==> src/rtl/trsc_pkg.sv <==
// Shared widths, types and pipeline structures for the triangle row span calculator.
// Used by every module of the block; depends on nothing.
package trsc_pkg;

    localparam int COORD_BITS = 10;
    localparam int OFF_BITS   = 10;
    localparam int COLOR_BITS = 32;
    localparam int SPAN_BITS  = 10;

    // Magnitude of edge delta times row count, and one divider stage per quotient bit.
    localparam int PROD_BITS  = 2 * COORD_BITS;
    localparam int DIV_STAGES = COORD_BITS;

    // Widths used to compare and add coordinates against the row offset.
    localparam int EXT_BITS  = (COORD_BITS > SPAN_BITS) ? COORD_BITS : SPAN_BITS;
    localparam int WIDE_BITS = ((COORD_BITS > OFF_BITS) ? COORD_BITS : OFF_BITS) + 1;

    typedef logic [COORD_BITS-1:0] coord_t;

    typedef struct packed {
        coord_t x;
        coord_t y;
    } vtx_t;

    // One edge division in flight: partial remainder, shifted divisor, quotient so far.
    typedef struct packed {
        logic [PROD_BITS-1:0] rem;
        logic [PROD_BITS-1:0] dsh;
        coord_t               quo;
    } div_lane_t;

    // Fields that ride along with the divisions.
    typedef struct packed {
        logic                  span_ok;
        logic [SPAN_BITS-1:0]  row_y;
        logic [COLOR_BITS-1:0] color;
        coord_t                base_a;
        coord_t                base_b;
        logic                  neg_a;
        logic                  neg_b;
    } side_t;

    typedef struct packed {
        side_t     side;
        div_lane_t lane_a;
        div_lane_t lane_b;
    } div_stage_t;

endpackage

==> src/rtl/triangle_row_span_calculator_unit.sv <==
// Top level of the triangle row span calculator: setup, divider chain, output stage.
// Depends on trsc_pkg, trsc_setup and trsc_div_step.
//
// Usage: the input channel (in_valid, in_stall) carries one triangle's three
// vertices, a row offset counted from the top vertex and a fill color. The
// output channel (out_valid, out_stall) returns one span per input transfer,
// in order: span_valid, row_y, span_left..span_right inclusive and the color.
// When the row lies outside the triangle or the triangle is flat, span_valid
// is 0 and row_y, span_left and span_right are 0.
// Throughput: one transfer per cycle while out_stall does not hold the output.
// From the input transfer to out_valid a span passes, register by register,
// the sort stage (loaded at the transfer edge itself), the multiply stage,
// one divider stage per quotient bit and the output stage.
// The whole pipeline moves on one advance signal: when the output holds a
// span and out_stall is high, every stage holds and in_stall is raised in the
// same cycle, so nothing is lost or repeated.
// Reset clears all valid bits; the block can take a transfer as soon as
// reset is released.
module triangle_row_span_calculator_unit
(
    input  logic                                clk,
    input  logic                                rst_n,
    input  logic                                in_valid,
    output logic                                in_stall,
    input  logic [trsc_pkg::COORD_BITS-1:0]     v0_x,
    input  logic [trsc_pkg::COORD_BITS-1:0]     v0_y,
    input  logic [trsc_pkg::COORD_BITS-1:0]     v1_x,
    input  logic [trsc_pkg::COORD_BITS-1:0]     v1_y,
    input  logic [trsc_pkg::COORD_BITS-1:0]     v2_x,
    input  logic [trsc_pkg::COORD_BITS-1:0]     v2_y,
    input  logic [trsc_pkg::OFF_BITS-1:0]       row_offset,
    input  logic [trsc_pkg::COLOR_BITS-1:0]     fill_color,
    output logic                                out_valid,
    input  logic                                out_stall,
    output logic                                span_valid,
    output logic [trsc_pkg::SPAN_BITS-1:0]      row_y,
    output logic [trsc_pkg::SPAN_BITS-1:0]      span_left,
    output logic [trsc_pkg::SPAN_BITS-1:0]      span_right,
    output logic [trsc_pkg::COLOR_BITS-1:0]     span_color
);

    localparam int CB = trsc_pkg::COORD_BITS;
    localparam int NS = trsc_pkg::DIV_STAGES;
    localparam int SB = trsc_pkg::SPAN_BITS;
    localparam int EB = trsc_pkg::EXT_BITS;

    logic                 adv;
    logic                 vld [0:NS];
    trsc_pkg::div_stage_t st  [0:NS];

    trsc_pkg::side_t      sd;
    logic [CB+1:0]        ext_a, ext_b, sum_a, sum_b;
    trsc_pkg::coord_t     xa, xb, lo, hi;

    logic                  out_valid_reg;
    logic                  span_valid_reg, span_valid_next;
    logic [SB-1:0]         row_y_reg, row_y_next;
    logic [SB-1:0]         span_left_reg, span_left_next;
    logic [SB-1:0]         span_right_reg, span_right_next;
    logic [trsc_pkg::COLOR_BITS-1:0] span_color_reg;

    // The pipeline advances unless a finished span is held by the receiver.
    assign adv      = !(out_valid_reg && out_stall);
    assign in_stall = !adv;

    trsc_setup u_setup
    (
        .clk        (clk),
        .rst_n      (rst_n),
        .adv        (adv),
        .in_valid   (in_valid),
        .v0_x       (v0_x),
        .v0_y       (v0_y),
        .v1_x       (v1_x),
        .v1_y       (v1_y),
        .v2_x       (v2_x),
        .v2_y       (v2_y),
        .row_offset (row_offset),
        .fill_color (fill_color),
        .out_valid  (vld[0]),
        .out_stage  (st[0])
    );

    // One divider stage per quotient bit.
    for (genvar g = 0; g < NS; g++)
    begin : g_div
        trsc_div_step u_step
        (
            .clk       (clk),
            .rst_n     (rst_n),
            .adv       (adv),
            .in_valid  (vld[g]),
            .in_stage  (st[g]),
            .out_valid (vld[g+1]),
            .out_stage (st[g+1])
        );
    end

    // Apply the signs, add the bases and order both edges.
    always_comb
    begin
        sd    = st[NS].side;
        ext_a = {2'b00, st[NS].lane_a.quo};
        ext_b = {2'b00, st[NS].lane_b.quo};
        sum_a = {2'b00, sd.base_a} + (sd.neg_a ? -ext_a : ext_a);
        sum_b = {2'b00, sd.base_b} + (sd.neg_b ? -ext_b : ext_b);
        xa    = sum_a[CB-1:0];
        xb    = sum_b[CB-1:0];
        lo    = (xa < xb) ? xa : xb;
        hi    = (xa < xb) ? xb : xa;

        span_valid_next = sd.span_ok;
        row_y_next      = sd.span_ok ? sd.row_y : '0;
        span_left_next  = sd.span_ok ? SB'(EB'(lo)) : '0;
        span_right_next = sd.span_ok ? SB'(EB'(hi)) : '0;
    end

    always_ff @(posedge clk or negedge rst_n)
    begin
        if (!rst_n)
        begin
            out_valid_reg <= 1'b0;
        end
        else if (adv)
        begin
            out_valid_reg <= vld[NS];
        end
    end

    always_ff @(posedge clk)
    begin
        if (adv)
        begin
            span_valid_reg <= span_valid_next;
            row_y_reg      <= row_y_next;
            span_left_reg  <= span_left_next;
            span_right_reg <= span_right_next;
            span_color_reg <= sd.color;
        end
    end

    assign out_valid  = out_valid_reg;
    assign span_valid = span_valid_reg;
    assign row_y      = row_y_reg;
    assign span_left  = span_left_reg;
    assign span_right = span_right_reg;
    assign span_color = span_color_reg;

endmodule

==> src/rtl/trsc_setup.sv <==
// Front end: vertex sort, half selection and edge products (two register stages).
// Depends on trsc_pkg.
module trsc_setup
(
    input  logic                                clk,
    input  logic                                rst_n,
    input  logic                                adv,
    input  logic                                in_valid,
    input  logic [trsc_pkg::COORD_BITS-1:0]     v0_x,
    input  logic [trsc_pkg::COORD_BITS-1:0]     v0_y,
    input  logic [trsc_pkg::COORD_BITS-1:0]     v1_x,
    input  logic [trsc_pkg::COORD_BITS-1:0]     v1_y,
    input  logic [trsc_pkg::COORD_BITS-1:0]     v2_x,
    input  logic [trsc_pkg::COORD_BITS-1:0]     v2_y,
    input  logic [trsc_pkg::OFF_BITS-1:0]       row_offset,
    input  logic [trsc_pkg::COLOR_BITS-1:0]     fill_color,
    output logic                                out_valid,
    output trsc_pkg::div_stage_t                out_stage
);

    localparam int CB = trsc_pkg::COORD_BITS;
    localparam int WB = trsc_pkg::WIDE_BITS;
    localparam int PB = trsc_pkg::PROD_BITS;

    typedef struct packed {
        trsc_pkg::side_t  side;
        trsc_pkg::coord_t mag_a;
        trsc_pkg::coord_t num_a;
        trsc_pkg::coord_t den_a;
        trsc_pkg::coord_t mag_b;
        trsc_pkg::coord_t num_b;
        trsc_pkg::coord_t den_b;
    } setup_t;

    trsc_pkg::vtx_t       p0, p1, p2, tmp;
    trsc_pkg::coord_t     total, upper;
    logic [WB-1:0]        off_w;
    logic                 flat, lower;
    logic [CB:0]          da, db;
    setup_t               s1_next, s1_reg;
    logic                 v1_reg;
    trsc_pkg::div_stage_t s2_next, s2_reg;
    logic                 v2_reg;

    // Sort by y with three compare-swaps, then pick the half and the edge terms.
    always_comb
    begin
        p0 = '{x: v0_x, y: v0_y};
        p1 = '{x: v1_x, y: v1_y};
        p2 = '{x: v2_x, y: v2_y};
        tmp = p0;
        flat = (v0_y == v1_y) && (v0_y == v2_y);
        if (p0.y > p1.y)
        begin
            tmp = p0; p0 = p1; p1 = tmp;
        end
        if (p0.y > p2.y)
        begin
            tmp = p0; p0 = p2; p2 = tmp;
        end
        if (p1.y > p2.y)
        begin
            tmp = p1; p1 = p2; p2 = tmp;
        end
        total = p2.y - p0.y;
        upper = p1.y - p0.y;
        off_w = WB'(row_offset);
        lower = (off_w > WB'(upper)) || (upper == '0);

        s1_next.side.span_ok = !flat && (off_w < WB'(total));
        s1_next.side.row_y   = trsc_pkg::SPAN_BITS'(WB'(p0.y) + off_w);
        s1_next.side.color   = fill_color;

        // Long edge from top to bottom vertex.
        da = {1'b0, p2.x} - {1'b0, p0.x};
        s1_next.side.base_a = p0.x;
        s1_next.side.neg_a  = da[CB];
        s1_next.mag_a       = CB'(da[CB] ? -da : da);
        s1_next.num_a       = CB'(off_w);
        s1_next.den_a       = total;

        // Short edge of the selected half.
        if (lower)
        begin
            db = {1'b0, p2.x} - {1'b0, p1.x};
            s1_next.side.base_b = p1.x;
            s1_next.num_b       = CB'(off_w - WB'(upper));
            s1_next.den_b       = p2.y - p1.y;
        end
        else
        begin
            db = {1'b0, p1.x} - {1'b0, p0.x};
            s1_next.side.base_b = p0.x;
            s1_next.num_b       = CB'(off_w);
            s1_next.den_b       = upper;
        end
        s1_next.side.neg_b = db[CB];
        s1_next.mag_b      = CB'(db[CB] ? -db : db);
    end

    // Products and divisor alignment for the divider stages.
    always_comb
    begin
        s2_next.side       = s1_reg.side;
        s2_next.lane_a.rem = PB'(s1_reg.mag_a) * PB'(s1_reg.num_a);
        s2_next.lane_a.dsh = PB'(s1_reg.den_a) << (CB - 1);
        s2_next.lane_a.quo = '0;
        s2_next.lane_b.rem = PB'(s1_reg.mag_b) * PB'(s1_reg.num_b);
        s2_next.lane_b.dsh = PB'(s1_reg.den_b) << (CB - 1);
        s2_next.lane_b.quo = '0;
    end

    // Valid bits of both stages.
    always_ff @(posedge clk or negedge rst_n)
    begin
        if (!rst_n)
        begin
            v1_reg <= 1'b0;
            v2_reg <= 1'b0;
        end
        else if (adv)
        begin
            v1_reg <= in_valid;
            v2_reg <= v1_reg;
        end
    end

    // Payload of both stages.
    always_ff @(posedge clk)
    begin
        if (adv)
        begin
            s1_reg <= s1_next;
            s2_reg <= s2_next;
        end
    end

    assign out_valid = v2_reg;
    assign out_stage = s2_reg;

endmodule

==> src/rtl/trsc_div_step.sv <==
// One registered restoring-division step for both edge divisions.
// Depends on trsc_pkg.
module trsc_div_step
(
    input  logic                 clk,
    input  logic                 rst_n,
    input  logic                 adv,
    input  logic                 in_valid,
    input  trsc_pkg::div_stage_t in_stage,
    output logic                 out_valid,
    output trsc_pkg::div_stage_t out_stage
);

    localparam int CB = trsc_pkg::COORD_BITS;

    trsc_pkg::div_stage_t stage_next, stage_reg;
    logic                 valid_reg;

    function automatic trsc_pkg::div_lane_t step_lane(trsc_pkg::div_lane_t ln);
        trsc_pkg::div_lane_t r;
        r = ln;
        if (ln.rem >= ln.dsh)
        begin
            r.rem = ln.rem - ln.dsh;
            r.quo = {ln.quo[CB-2:0], 1'b1};
        end
        else
        begin
            r.quo = {ln.quo[CB-2:0], 1'b0};
        end
        r.dsh = ln.dsh >> 1;
        return r;
    endfunction

    // Take one quotient bit in each lane.
    always_comb
    begin
        stage_next.side   = in_stage.side;
        stage_next.lane_a = step_lane(in_stage.lane_a);
        stage_next.lane_b = step_lane(in_stage.lane_b);
    end

    always_ff @(posedge clk or negedge rst_n)
    begin
        if (!rst_n)
        begin
            valid_reg <= 1'b0;
        end
        else if (adv)
        begin
            valid_reg <= in_valid;
        end
    end

    always_ff @(posedge clk)
    begin
        if (adv)
        begin
            stage_reg <= stage_next;
        end
    end

    assign out_valid = valid_reg;
    assign out_stage = stage_reg;

endmodule

==> config.mk <==
export PLATFORM = sky130hd
export DESIGN_NAME = triangle_row_span_calculator_unit
export DESIGN_NICKNAME = d
export VERILOG_FILES = /design/src/rtl/trsc_pkg.sv /design/src/rtl/triangle_row_span_calculator_unit.sv /design/src/rtl/trsc_setup.sv /design/src/rtl/trsc_div_step.sv
export SDC_FILE = /design/constraint.sdc
export NUM_CORES = 2
export LEC_CHECK = 0
export BUFFER_PORTS_ARGS = -buffer_cell sky130_fd_sc_hd__clkbuf_2
export CORE_MARGIN = 2
export CORE_UTILIZATION = 57
export DETAILED_ROUTE_END_ITERATION = 8
export GPL_TIMING_DRIVEN = 0
export PLACE_DENSITY = 0.76
export RECOVER_POWER = 100
export SLEW_MARGIN = 15
export SYNTH_ARGS = -nofsm -noshare
export SYNTH_HDL_FRONTEND = slang
export SYNTH_SLANG_ARGS = --single-unit
export TNS_END_PERCENT = 20
==> constraint.sdc <==
create_clock -name clk -period 56.7 [get_ports clk]
set_clock_uncertainty 0.15 [all_clocks]
set_input_delay 8.505 -clock clk [delete_from_list [all_inputs] [get_ports clk]]
set_output_delay 8.505 -clock clk [all_outputs]
set_load 0.02 [all_outputs]
Yosys cells after proc, flatten, opt, wreduce, memory -nomap -nowiden
Cells that the tools add are included.

Register bits after elaboration: 1626. Input bits: 106. Output and inout port bits: 65. Word-level logic and storage cells: 289.

Add/sub/neg operators: 32. Multipliers: 2. Order comparisons: 26. Eq/ne operators: 2. Muxes and demuxes: 53. Reductions and logical operators: 6.

Operators with widths (count): two-way mux 20 bit (25); two-way mux 10 bit (7); >= comparator 20 x 10 -> 1 bit (2); >= comparator 20 x 11 -> 1 bit (2); >= comparator 20 x 12 -> 1 bit (2); >= comparator 20 x 13 -> 1 bit (2); >= comparator 20 x 14 -> 1 bit (2); >= comparator 20 x 15 -> 1 bit (2); >= comparator 20 x 16 -> 1 bit (2); >= comparator 20 x 17 -> 1 bit (2); >= comparator 20 x 18 -> 1 bit (2); >= comparator 20 x 19 -> 1 bit (2); > comparator 10 bit (4); multiplier 10 x 10 -> 20 bit (2); negation 10 bit (4); subtractor 10 bit (4); subtractor 20 x 11 -> 20 bit (2); subtractor 20 x 12 -> 20 bit (2); subtractor 20 x 13 -> 20 bit (2); subtractor 20 x 14 -> 20 bit (2); subtractor 20 x 15 -> 20 bit (2); subtractor 20 x 16 -> 20 bit (2); subtractor 20 x 17 -> 20 bit (2); subtractor 20 x 18 -> 20 bit (2); 11 further kinds (39).

Logic depth before layout (Yosys ltp)
Word-level depth: 12. Mapped depth: 51. Gate-level depth less buffers: 43.

Hierarchy
A second synthesis with hierarchy kept.

Cells, all modules: 7983. Area total of the unflattened synthesis: 100864.2 µm².

By module, submodules not included: trsc_div_step (g_div[7].u_step ...) (times used 3, cells an instance 599, area each 7708.6 µm², sequential area each 4919.7 µm²); trsc_div_step (g_div[3].u_step ...) (times used 3, cells an instance 533, area each 7479.7 µm², sequential area each 4919.7 µm²); trsc_setup (times used 1, cells an instance 2008, area each 20758.7 µm², sequential area each 7557.2 µm²); trsc_div_step (g_div[1].u_step ...) (times used 2, cells an instance 552, area each 7676.1 µm², sequential area each 4919.7 µm²); trsc_div_step (g_div[6].u_step) (times used 1, cells an instance 573, area each 7752.4 µm², sequential area each 4919.7 µm²); trsc_div_step (g_div[0].u_step) (times used 1, cells an instance 581, area each 7636.1 µm², sequential area each 4919.7 µm²); triangle_row_span_calculator_unit (times used 1, cells an instance 321, area each 3799.9 µm², sequential area each 1916.8 µm²).

Worst setup path before layout
OpenSTA, ideal clock, no wires.

Path kind: input -> output. Start point: input out_stall. End point: output in_stall. Data arrival time: 59.505 ns. Required time: 48.045 ns. Slack: -11.460 ns. Stages on the path: 3. Path buffers: 1. Cell sequence: nand2_1 > clkbuf_1 > inv_1.

Cells in the longest elaborated chain, start to end: 1.

Ends and longest elaborated chain: start, declared (line triangle_row_span_calculator_unit.sv:34) `input logic out_stall,`; logical AND 1 bit (line triangle_row_span_calculator_unit.sv:63) `assign adv = !(out_valid_reg && out_stall);`; end, declared (line triangle_row_span_calculator_unit.sv:24) `output logic in_stall,`.

Every way passes these cells.

Final worst setup path
Start point: input out_stall. End point: register g_div[0].u_step.stage_reg, in the netlist g_div[0].u_step.out_stage[77] (enable).

Cells in the longest elaborated chain, start to end: 1.

Ends and longest elaborated chain: logical AND 1 bit (line triangle_row_span_calculator_unit.sv:63); end signal, assigned (line trsc_div_step.sv:59) `stage_reg <= stage_next;`; end, declared (line trsc_div_step.sv:16) `trsc_pkg::div_stage_t stage_next, stage_reg;`.

Every way passes these cells. A chain may end at the register's enable or synchronous reset.

==> results.md <==
- Status: finished, violations left
- Violations in the final reports: max-capacitance violations, max-slew violations
- Post-synth EDFFs: 1613
- Post-Synthesis Cells: 5533
- Area leader, netlist: sky130_fd_sc_hd__edfxtp_1
- CTS Buf Count: 164
- Worst slew margin relative to its limit: -268.1%
- Synth top area cells: sky130_fd_sc_hd__edfxtp_1 64%, sky130_fd_sc_hd__ha_1 7.4%, sky130_fd_sc_hd__fa_1 4.0%, sky130_fd_sc_hd__inv_1 3.0%, sky130_fd_sc_hd__xnor2_1 2.4%
- Number of max-cap violations: 18
- Time the final worst path needs with I/O delays and setup: 24940 ps
- Hold buffer count at CTS: 0
- Final total negative setup slack: 0 ps
- Overall fraction of global-route tracks in use: 20.64%
- Data required time of the critical path: 56790 ps
- Drt first pass iters: 6
- Layout cell share with drive strength beyond 1: 6.314%
- Final weighted congestion in routability-driven placement: 0.9292
- Flops & latches, synth: 1626
- Async set or reset register ratio after synthesis: 0.7995%
- Die height: 368.8 um
- Worst Path Max Fanout: 112
- Most frequent cell on the critical path: sky130_fd_sc_hd__clkbuf_1
- WS Path Type: in2reg
- Logic depth of the worst register-to-register path: 6
- Max H-tree Level: 4
- Root buffer cell: sky130_fd_sc_hd__clkbuf_16
- Most frequent cells in the layout: 1613 x sky130_fd_sc_hd__edfxtp_1, 614 x sky130_fd_sc_hd__inv_1, 449 x sky130_fd_sc_hd__ha_1
- Commonest non-fill, non-tap cell in the layout: sky130_fd_sc_hd__edfxtp_1
- Drt first-iter violations: 3040
- Distinct cells, synth: 83
- Pin count of the biggest net entering global routing: 116
- Avg Synthesized Cell Area: 13.71 sq um
- Detail-routed net length per standard cell: 17.66 um
- Reg-to-reg startpoint: out_valid
- Worst Hold End: g_div[1].u_step.out_stage[121]
- Resized Gates After CTS: 0
- HPWL after detailed placement: 97670 um
- Syn Nets: 6239
- Number of inserted diodes: 0
- Detail Route Antenna Nets: 0
- Initial core utilization: 57.57%
- Period Utilization, post-route: 43.98%
- Clock input transition at the sequential cells of the worst setup and hold paths: 60 ps
- CTS tree: built
- Post-Syn Area: 75870 sq um
- Reg-to-reg setup timing slack: 39170 ps
- RSZ-0062 raised after global routing: false
- Hold Startpoint: g_div[0].u_step.out_stage[121]
- Maximum number of buffers from clock root to sink: 3
- Detailed Route WL: 137200 um
- Setup bufs post-CTS: 0
- Area delta synth->final: 10.88%
- Count of yosys warnings during synthesis: 0
- Horizontal extent of the die: 368.8 um
- Detailed-route via count: 42113
- Final count of pins violating max slew: 1666
- Area inside the core boundary: 131800 sq um
- CP cell instances: clkbuf_2, nand2_1, clkbuf_1, clkbuf_1, clkbuf_1, clkbuf_1, clkbuf_1
- Wire length of the first global-routing pass: 222600 um
- Flip-flop count of the largest register, all copies and words added: 1300
- Yosys top cell area share: 63.84%
- Cell at the slowest stage of the critical path: sky130_fd_sc_hd__clkbuf_1
- Total Nets Final: 6591
- Die outline area: 136000 sq um
- Number of top-level pins: 171
- DRC viols: 0
- Insertion delay to the later sink of the worst-skew pair: 800 ps
- Final Hold Viols: 0
- Sequential share of the synthesized area: 64.27%
- GR Overflow Total: 0
- Worst-margin pin slew: 5521 ps
- Worst setup SP type: input pin
- Dominant synthesized flop cell: sky130_fd_sc_hd__edfxtp_1
- Standard-cell rows: 133
- Type of the tightest min-delay check: reg2reg
- Achievable Freq: 0.04010 GHz
- Vias per Instance: 5.418
- Reg2reg end: g_div[0].u_step.out_stage[77]
- Endpoint kind of the worst setup timing path: flip-flop
- Setup-failing EPs final: 0
- Worst hold stages: 0
- CP startpoint: out_stall
- Endpoint arrival time on the critical path: 25030 ps
- Longest individual stage delay on the worst path: 4000 ps
- TritonCTS sink count: 1626
- PortBufs: 170
- Number of antenna violations at the first check in global routing: 0
- Via count of the first global-routing pass: 42814
layer usage:
metal  track usage (%)  part of all wire, %  vias up
met1             24.70                   40    20332
met3             3.038                  3.7      265
met2             37.52                   53      875
met5                 0                    0        -
met4             7.904                  3.5        0
li1                  -                    -    20641
synthesized netlist by cell type (12+ instances only):
library cell	number
sky130_fd_sc_hd__or3_1	28
sky130_fd_sc_hd__nand3_1	40
sky130_fd_sc_hd__nand4b_1	20
sky130_fd_sc_hd__clkbuf_1	91
sky130_fd_sc_hd__nor2_1	295
sky130_fd_sc_hd__a211oi_1	17
sky130_fd_sc_hd__and3_1	13
sky130_fd_sc_hd__edfxtp_1	1613
sky130_fd_sc_hd__xor2_1	108
sky130_fd_sc_hd__nand2b_1	66
sky130_fd_sc_hd__dfrtp_1	13
sky130_fd_sc_hd__ha_1	449
sky130_fd_sc_hd__a31oi_1	21
sky130_fd_sc_hd__fa_1	151
sky130_fd_sc_hd__a21o_1	76
sky130_fd_sc_hd__and2_1	108
sky130_fd_sc_hd__nor3_1	48
sky130_fd_sc_hd__o21a_1	37
sky130_fd_sc_hd__a2111oi_0	13
sky130_fd_sc_hd__a21boi_0	73
sky130_fd_sc_hd__o21ai_0	259
sky130_fd_sc_hd__a21oi_1	247
sky130_fd_sc_hd__nor2b_1	76
sky130_fd_sc_hd__mux2_2	33
sky130_fd_sc_hd__nor4_1	45
sky130_fd_sc_hd__mux2i_1	55
sky130_fd_sc_hd__nand4_1	33
sky130_fd_sc_hd__or4_1	14
sky130_fd_sc_hd__nand3b_1	12
sky130_fd_sc_hd__nand2_1	413
sky130_fd_sc_hd__o21bai_1	29
sky130_fd_sc_hd__inv_1	613
sky130_fd_sc_hd__o22ai_1	18
sky130_fd_sc_hd__o31ai_1	52
sky130_fd_sc_hd__xnor2_1	208
per-stage QoR:
step / instance area (sq um) / utilization [%] / cells / worst slack (ps) / hold WS (ps)
final: 84120 / 63.83 / 7773 / 31760 / 242.0
after global routing: 84120 / 63.83 / 7773 / 29640 / 242.4
after CTS: 84670 / 64.24 / 7773 / 34620 / 237.6
after detailed placement: 79370 / 60.22 / 7474 / 33790 / 254.5
after global placement: 78920 / 59.88 / 7458 / 12950 / 250.1
after floorplan: 75870 / - / 5533 / 15770 / 250.3
area by class of cell:
| cell class | instances | area, sq um |
|---|---|---|
| tap | 1755 | 2196 |
| multi-input combinational | 3189 | 24350 |
| buffer | 103 | 401.6 |
| inverter | 615 | 2308 |
| timing repair buffer | 186 | 805.8 |
| clock inverter | 100 | 1030 |
| sequential | 1626 | 48760 |
| fill | 9467 | 47670 |
| clock buffer | 199 | 4267 |
cell families after synthesis:
group	synth area share, %
multiplexers	1.230
AND/OR/NAND/NOR	8.140
AO/OA/AOI/OAI	7.726
buffers and inverters	3.595
XOR/XNOR	3.648
flip-flops	64.27
adder cells (fa/ha/maj)	11.39
worst max path at each step:
stage / to / slack (ps) / cells after the start
after global routing: u_setup.s1_reg[41] / 29640 / 7
after global placement: in_stall / 12950 / 5
after CTS: u_setup.s1_reg[26] / 34620 / 48
after detailed placement: u_setup.s1_reg[26] / 33790 / 48
after floorplan: in_stall / 15770 / 3
final: g_div[0].u_step.out_stage[77] / 31760 / 7
critical path: cells and delay by family:
family / cells / cell delay [ps]
simple gates: 1 / 200
buf+inv: 6 / 16080
Power is not shown: default switching activity piles up to over one toggle a cycle in this logic, so the estimate is an artifact.
